==> src/sv/nsr_pkg.sv <==
package nsr_pkg;

    localparam int WORD_W            = 32;
    localparam int ITER_W            = 10;
    localparam int FRACTION_BITS_DEF = 16;

    localparam logic [ITER_W-1:0] ITER_RESET = ITER_W'(32);

    typedef enum logic [1:0] {
        S_IDLE,
        S_START,
        S_WAIT,
        S_OUT
    } t_state;

endpackage

==> src/sv/nsr_in_if.sv <==
interface nsr_in_if;
    import nsr_pkg::*;

    logic              valid;
    logic              ready;
    logic [WORD_W-1:0] radicand;

    modport source (output valid, output radicand, input ready);
    modport sink   (input valid, input radicand, output ready);
endinterface

==> src/sv/nsr_out_if.sv <==
interface nsr_out_if;
    import nsr_pkg::*;

    logic              valid;
    logic              ready;
    logic [WORD_W-1:0] root;

    modport source (output valid, output root, input ready);
    modport sink   (input valid, input root, output ready);
endinterface

==> src/sv/nsr_cfg_if.sv <==
interface nsr_cfg_if;
    import nsr_pkg::*;

    logic              valid;
    logic              ready;
    logic [ITER_W-1:0] iteration_count;

    modport source (output valid, output iteration_count, input ready);
    modport sink   (input valid, input iteration_count, output ready);
endinterface

==> src/sv/nsr_divider.sv <==
module nsr_divider #(
    parameter int FRACTION_BITS = nsr_pkg::FRACTION_BITS_DEF
) (
    input  logic                                        i_clk,
    input  logic                                        i_rst_n,
    input  logic                                        i_start,
    input  logic [nsr_pkg::WORD_W+FRACTION_BITS-1:0]    i_dividend,
    input  logic [nsr_pkg::WORD_W-1:0]                  i_divisor,
    output logic                                        o_done,
    output logic [nsr_pkg::WORD_W-1:0]                  o_quotient
);
    import nsr_pkg::*;

    localparam int DVD_W = WORD_W + FRACTION_BITS;
    localparam int CNT_W = $clog2(DVD_W + 1);

    logic [WORD_W-1:0] r_rem;
    logic [WORD_W-1:0] r_dsr;
    logic [DVD_W-1:0]  r_dvd;
    logic [DVD_W-1:0]  r_quo;
    logic [CNT_W-1:0]  r_cnt;
    logic              r_busy;
    logic              r_done;

    logic [WORD_W:0]   w_shift;
    logic [WORD_W:0]   w_diff;
    logic              w_fit;

    assign w_shift = {r_rem, r_dvd[DVD_W-1]};
    assign w_fit   = w_shift >= {1'b0, r_dsr};
    assign w_diff  = w_shift - {1'b0, r_dsr};

    always_ff @(posedge i_clk) begin
        if (!i_rst_n) begin
            r_busy <= 1'b0;
            r_done <= 1'b0;
            r_cnt  <= '0;
        end else begin
            r_done <= 1'b0;
            if (i_start) begin
                r_busy <= 1'b1;
                r_cnt  <= CNT_W'(DVD_W);
            end else if (r_busy) begin
                r_cnt <= r_cnt - CNT_W'(1);
                if (r_cnt == CNT_W'(1)) begin
                    r_busy <= 1'b0;
                    r_done <= 1'b1;
                end
            end
        end
    end

    always_ff @(posedge i_clk) begin
        if (i_start) begin
            r_rem <= '0;
            r_dsr <= i_divisor;
            r_dvd <= i_dividend;
            r_quo <= '0;
        end else if (r_busy) begin
            r_rem <= w_fit ? w_diff[WORD_W-1:0] : w_shift[WORD_W-1:0];
            r_dvd <= {r_dvd[DVD_W-2:0], 1'b0};
            r_quo <= {r_quo[DVD_W-2:0], w_fit};
        end
    end

    assign o_done     = r_done;
    assign o_quotient = (r_quo[DVD_W-1:WORD_W] != '0) ? '1 : r_quo[WORD_W-1:0];

endmodule

==> src/sv/newton_square_root.sv <==
// Fixed-point square root by Newton-Raphson iteration on unsigned Q(32-F).F values
// (Q16.16 by default). The guess starts at 1.0 and each of iteration_count steps
// computes guess = (guess + (radicand << F) / guess) >> 1 with a truncating divide
// whose quotient saturates to all ones on overflow. Zero steps return 1.0; a guess
// that reaches 0 (a zero radicand halves it each step) ends the item with result 0.
// All steps share one restoring divider that retires one quotient bit per cycle.
// The reset iteration_count is 32. One item is in flight at a time; the result is
// held until transferred. iteration_count is written through the cfg channel, and
// the user must write it only while the block is idle; the block does not enforce it.
module newton_square_root #(
    parameter int FRACTION_BITS = nsr_pkg::FRACTION_BITS_DEF
) (
    input  logic        i_clk,
    input  logic        i_rst_n,
    nsr_in_if.sink      i_radicand,
    nsr_out_if.source   o_root,
    nsr_cfg_if.sink     i_cfg
);
    import nsr_pkg::*;

    localparam logic [WORD_W-1:0] GUESS_ONE = WORD_W'(1) << FRACTION_BITS;

    t_state            r_state;
    t_state            n_state;
    logic [ITER_W-1:0] r_iter;
    logic [ITER_W-1:0] r_step;
    logic [WORD_W-1:0] r_radicand;
    logic [WORD_W-1:0] r_guess;

    logic              w_in_xfer;
    logic              w_out_xfer;
    logic              w_div_start;
    logic              w_div_done;
    logic [WORD_W-1:0] w_quo;
    logic [WORD_W:0]   w_sum;
    logic              w_last;

    assign w_in_xfer  = i_radicand.valid && i_radicand.ready;
    assign w_out_xfer = o_root.valid && o_root.ready;
    assign w_sum      = {1'b0, r_guess} + {1'b0, w_quo};
    assign w_last     = ({1'b0, r_step} + (ITER_W+1)'(1)) == {1'b0, r_iter};

    nsr_divider #(
        .FRACTION_BITS (FRACTION_BITS)
    ) u_div (
        .i_clk      (i_clk),
        .i_rst_n    (i_rst_n),
        .i_start    (w_div_start),
        .i_dividend ({r_radicand, {FRACTION_BITS{1'b0}}}),
        .i_divisor  (r_guess),
        .o_done     (w_div_done),
        .o_quotient (w_quo)
    );

    always_comb begin
        n_state = r_state;
        case (r_state)
            S_IDLE: begin
                if (w_in_xfer) begin
                    n_state = (r_iter == '0) ? S_OUT : S_START;
                end
            end
            S_START: begin
                n_state = (r_guess == '0) ? S_OUT : S_WAIT;
            end
            S_WAIT: begin
                if (w_div_done) begin
                    n_state = w_last ? S_OUT : S_START;
                end
            end
            S_OUT: begin
                if (w_out_xfer) begin
                    n_state = S_IDLE;
                end
            end
            default: n_state = S_IDLE;
        endcase
    end

    always_comb begin
        i_radicand.ready = (r_state == S_IDLE);
        o_root.valid     = (r_state == S_OUT);
        w_div_start      = (r_state == S_START) && (r_guess != '0);
    end

    assign o_root.root = r_guess;
    assign i_cfg.ready = 1'b1;

    always_ff @(posedge i_clk) begin
        if (!i_rst_n) begin
            r_state <= S_IDLE;
            r_iter  <= ITER_RESET;
        end else begin
            r_state <= n_state;
            if (i_cfg.valid) begin
                r_iter <= i_cfg.iteration_count;
            end
        end
    end

    always_ff @(posedge i_clk) begin
        if (w_in_xfer) begin
            r_radicand <= i_radicand.radicand;
            r_guess    <= GUESS_ONE;
            r_step     <= '0;
        end else if ((r_state == S_WAIT) && w_div_done) begin
            r_guess <= w_sum[WORD_W:1];
            r_step  <= r_step + ITER_W'(1);
        end
    end

    a_done_in_wait: assert property (@(posedge i_clk) disable iff (!i_rst_n)
        w_div_done |-> (r_state == S_WAIT))
        else $error("divider done outside wait state");

    a_in_leaves_idle: assert property (@(posedge i_clk) disable iff (!i_rst_n)
        w_in_xfer |=> (r_state != S_IDLE))
        else $error("input transfer did not start work");

    a_out_to_idle: assert property (@(posedge i_clk) disable iff (!i_rst_n)
        w_out_xfer |=> (r_state == S_IDLE))
        else $error("output transfer did not return to idle");

    a_zero_iter_one: assert property (@(posedge i_clk) disable iff (!i_rst_n)
        (w_in_xfer && (r_iter == '0)) |=> (o_root.valid && (o_root.root == GUESS_ONE)))
        else $error("zero-step result is not one");

endmodule
==> src/flat_wrapper.sv <==
// flat-port wrapper written by rule: the top's interface ports become plain ports
module newton_square_root_flat import nsr_pkg::*;
#(
    parameter int FRACTION_BITS = nsr_pkg::FRACTION_BITS_DEF
)
  (i_clk, i_rst_n, i_radicand_valid, i_radicand_radicand, i_radicand_ready, o_root_valid, o_root_root, o_root_ready, i_cfg_valid, i_cfg_iteration_count, i_cfg_ready);
  nsr_in_if i_radicand_i ();
  nsr_out_if o_root_i ();
  nsr_cfg_if i_cfg_i ();
  input  logic i_clk;
  input  logic i_rst_n;
  input wire logic [$bits(i_radicand_i.valid)-1:0] i_radicand_valid;
  input wire logic [$bits(i_radicand_i.radicand)-1:0] i_radicand_radicand;
  output wire logic [$bits(i_radicand_i.ready)-1:0] i_radicand_ready;
  output wire logic [$bits(o_root_i.valid)-1:0] o_root_valid;
  output wire logic [$bits(o_root_i.root)-1:0] o_root_root;
  input wire logic [$bits(o_root_i.ready)-1:0] o_root_ready;
  input wire logic [$bits(i_cfg_i.valid)-1:0] i_cfg_valid;
  input wire logic [$bits(i_cfg_i.iteration_count)-1:0] i_cfg_iteration_count;
  output wire logic [$bits(i_cfg_i.ready)-1:0] i_cfg_ready;
  assign i_radicand_i.valid = i_radicand_valid;
  assign i_radicand_i.radicand = i_radicand_radicand;
  assign i_radicand_ready = i_radicand_i.ready;
  assign o_root_valid = o_root_i.valid;
  assign o_root_root = o_root_i.root;
  assign o_root_i.ready = o_root_ready;
  assign i_cfg_i.valid = i_cfg_valid;
  assign i_cfg_i.iteration_count = i_cfg_iteration_count;
  assign i_cfg_ready = i_cfg_i.ready;
  newton_square_root #(.FRACTION_BITS(FRACTION_BITS)) u_core (.i_clk(i_clk), .i_rst_n(i_rst_n), .i_radicand(i_radicand_i), .o_root(o_root_i), .i_cfg(i_cfg_i));
endmodule
==> config.mk <==
export PLATFORM = sky130hd
export DESIGN_NAME = newton_square_root_flat
export DESIGN_NICKNAME = d
export VERILOG_FILES = /design/src/sv/nsr_pkg.sv /design/src/sv/nsr_in_if.sv /design/src/sv/nsr_out_if.sv /design/src/sv/nsr_cfg_if.sv /design/src/sv/nsr_divider.sv /design/src/sv/newton_square_root.sv /design/src/flat_wrapper.sv
export SDC_FILE = /design/constraint.sdc
export NUM_CORES = 1
export LEC_CHECK = 0
export BUFFER_PORTS_ARGS = -buffer_cell sky130_fd_sc_hd__clkbuf_2
export CAP_MARGIN = 20
export CORE_UTILIZATION = 56
export CTS_BUF_LIST = sky130_fd_sc_hd__clkbuf_16
export DETAILED_ROUTE_END_ITERATION = 12
export PLACE_DENSITY_LB_ADDON = 0.2
export REMOVE_ABC_BUFFERS = 1
export SLEW_MARGIN = 20
export SYNTH_ARGS = -nofsm -noshare
export SYNTH_HDL_FRONTEND = slang
export SYNTH_HIERARCHICAL = 1
export SYNTH_SLANG_ARGS = --single-unit
==> constraint.sdc <==
create_clock -name i_clk -period 4.7 [get_ports i_clk]
set_input_delay 0.705 -clock i_clk [delete_from_list [all_inputs] [get_ports i_clk]]
set_output_delay 0.705 -clock i_clk [all_outputs]
set_load 0.03 [all_outputs]
==> summary.txt <==
Status
  • Outcome: finished clean

CTS
  • Bufs on Longest Clock Path: 3
  • Htree depth: 1
  • TritonCTS Buffers: 26
  • Post-CTS Resized: 0
  • Clk_lat worst skew: 0.53 ns
  • Clock root buffer: clkbuf_16
  • CTS clk-pin slew, worst paths: 0.06 ns
  • CTS tree: built
  • Post-CTS Hold Buffers: 0
  • Postcts setup bufs: 0
  • Clock sink total: 254

Worst setup path
  • Critical R2R Launch: u_core/u_div/r_quo[32]
  • Crit path from: u_core/u_div/r_quo[32]
  • Setup crit end kind: flop
  • Arrival @ worst endpoint: 4.10 ns
  • Critical path fanouts, max: 32
  • Crit start category: flop
  • Worst path required time: 5.12 ns
  • CP Class: flop to flop

Placement
  • Buffers added on ports: 80
  • Placement Setup Slack: 1.105 ns
  • DP Wirelength: 21600 um
  • DP Cell Count: 1751
  • GPL Wtd Cong: 0.9135

Power
  • Worst VDD drop: 347.9 uV
  • LEAKAGE: 6.292 nW
  • Power Density: 456.5 nW/um^2

Layout
  • N_diodes: 0
  • Fin nets: 1575
  • Synth-to-layout area growth: 11.22%
  • Filler cell count: 1977
  • Fraction of layout cells with a size suffix above 1: 15.54%
  • Final Non-Filler Cells: 1799

Global routing
  • Gr usage total: 25.13%
  • Initial antenna violation count: 0
  • Remaining global-route overflow: 0
  • Vias in the first global route: 9963
  • Largest net degree at the start of global routing: 81
  • First-pass GRT wire length: 50360 um

Yosys
  • Post-synthesis simple-gate area fraction: 15.46%
  • Main combinational cell family by area after synthesis: compound AO/OA/AOI/OAI gates
  • Fraction of registers with async set/reset: 0%
  • Xor/xnor share of the synthesized area: 4.679%
  • Syn Inst Count: 1396
  • Mapped Area: 13660 um^2
  • Proportion of synthesized area in mux cells: 8.507%
  • Sequential area share after synthesis: 45.42%
  • Number of synthesized flops with an enable pin: 112
  • Synth Area per Inst: 9.787 um^2
  • Post-Synth Adder-Cell Area: 6.337%
  • Yosys reg bits: 254
  • Prevailing post-synth register cell: dfxtp_1
  • Ys Warns: 6
  • Yosys cell types: 78
  • Area fraction in compound gates after synthesis: 15.92%

STA
  • Worst slew margin: 30.43%
  • Max frequency: 271.6 MHz
  • Fin. Hold Viols: 0
  • Clk_skew: 0.01547 ns
  • Final period util: 78.35%
  • Unrepaired setup endpoints after global routing: false
  • Worst-Margin Slew: 1.044 ns
  • Max-slew violations: 0
  • Final Worst Setup Slack: 1.018 ns
  • Final setup viols: 0
  • Final min period: 3.682 ns

Drt
  • Routed length per instance: 17.23 um
  • DR iter-0 viols: 723
  • Total routed wirelength: 30990 um
  • Drt drc: 0
  • Via density: 5.864
  • Routed vias: 10549
  • TritonRoute pass-1 iters: 5
  • Remaining antenna violation count: 0

Min path
  • Hold Path Class: input port to flop
  • Worst hold start: i_radicand_radicand[28]

Floorplanning
  • Initial Utilization: 57.69%
  • Core area: 23680 um^2
  • Die height: 158.2 um
  • Area of the die: 25030 um^2
  • Io pins: 82
  • Chip Width: 158.2 um
  • Core Rows: 56

Run
  • Max-cap viol count: 0
-- logic make-up after synthesis --
kind of cell | after synthesis
DFF | 254
other | 2
muxes | 110
buffers and inverters | 124
and+or+nand+nor | 442
xor gates and xnor gates | 73
AOI/OAI and AO/OA | 323
adders and majority gates | 68
-- worst max-delay path, cell delays in order (launching register included) --
cell	delay (ns)
dfxtp_1	0.32
nor4_1	0.29
nand4_1	0.16
buf_4	0.25
or2_2	0.31
and2_1	0.17
fa_1	0.40
a21oi_1	0.22
o21ai_1	0.08
a21o_1	0.23
a31o_4	0.29
a211o_1	0.33
a31oi_1	0.24
mux2i_1	0.21
nand2_1	0.06
-- placed cells by master, fill, tap and decap left out, drive strengths merged, types with 5 or more instances in the layout --
cell / Yosys / routed
a31oi: 11 / 11
dfxtp: 142 / 142
mux2i: 61 / 61
o21ai: 80 / 80
a211o: 6 / 6
nor2b: 22 / 22
xor2: 33 / 33
o21bai: 6 / 6
nand3: 38 / 38
mux2: 49 / 49
nor2: 138 / 138
nor3: 19 / 19
o221ai: 5 / 5
and3: 15 / 15
conb: 2 / 17
nor4: 24 / 24
a21o: 26 / 26
a311oi: 23 / 23
o211ai: 6 / 6
nand4: 19 / 19
a32oi: 6 / 6
a21boi: 7 / 7
edfxtp: 112 / 112
ha: 66 / 66
xnor2: 40 / 40
a21oi: 85 / 85
and2: 10 / 10
nand2: 106 / 106
inv: 51 / 66
a211oi: 16 / 16
or2: 33 / 33
o21a: 8 / 8
buf: 24 / 13
o31ai: 7 / 7
clkbuf: 48 / 106
-- per-layer routing --
| metal | global-route usage (%) | share of wire [%] |
|---|---|---|
| met5 | 0 | 0 |
| met2 | 41.71 | 47 |
| met4 | 7.326 | 2.2 |
| met3 | 3.367 | 5.4 |
| met1 | 34.14 | 45 |
-- area by class of cell --
cell class / count / area [um^2] / area share (%)
clock buffers: 26 / 650.6 / 4.282
clock inverters: 22 / 200.2 / 1.317
inverters: 52 / 195.2 / 1.284
multi-input cells: 1033 / 7030 / 46.27
flip-flops and latches: 254 / 6210 / 40.86
well taps: 319 / 399.1 / 2.627
repair buffers: 93 / 510.5 / 3.359
-- power breakdown --
part,internal (W),switching (W)
logic,0.000870,0.00130
registers,0.00256,0.000162
clock network,0.00122,0.000824
-- through the flow --
stage | hold WS, ns | TNS [ns] | instance area, um^2 | utilization, % | total power, W
2_1_floorplan | 0.4536 | -1586.37 | 13420 | - | 0.004385
4_1_cts | 0.3240 | 0 | 15190 | 64.15 | 0.006958
5_1_grt | 0.3243 | 0 | 15200 | 64.16 | 0.007328
6_report | 0.3437 | 0 | 15200 | 64.16 | 0.006937
3_5_place_dp | 0.4840 | 0 | 14340 | 60.56 | 0.004899
3_3_place_gp | 0.4679 | 0 | 14340 | 60.56 | 0.004866
-- final timing paths --
kind                                                to  slack [ns]  cells after the start
worst max register to register  u_core/o_root.root[29]        1.02                     14
worst min register to register  u_core/u_div/r_rem[25]        0.50                      2
worst min-delay path             u_core/r_radicand[28]        0.34                      1
worst max-delay path            u_core/o_root.root[29]        1.02                     14
-- synth_stat cells (38+ instances only) --
master    count  share of area, %
xnor2_1      40               2.6
a21oi_1      83               3.0
dfxtp_1     142                21
ha_1         66               6.0
nand3_1      38               1.4
nand2_1     106               2.9
o21ai_0      47               1.7
nor2_1      138               3.8
inv_1        51               1.4
clkbuf_1     48               1.3
edfxtp_1    112                25
mux2i_1      61               4.5
mux2_2       49               4.0
-- flip-flops by register name, indices dropped and copies added, names as in the netlist --
signal and count:
u_core/u_div/o_done 1, u_core/o_root.root 32, u_core/r_step 10, u_core/r_radicand 32, u_core/r_state 2, u_core/u_div/r_busy 1, u_core/u_div/r_cnt 6, u_core/u_div/r_rem 32
u_core/r_iter 10, u_core/u_div/r_quo 48, u_core/u_div/r_dvd 48, u_core/u_div/r_dsr 32
Power figures use the tool's default switching activity.
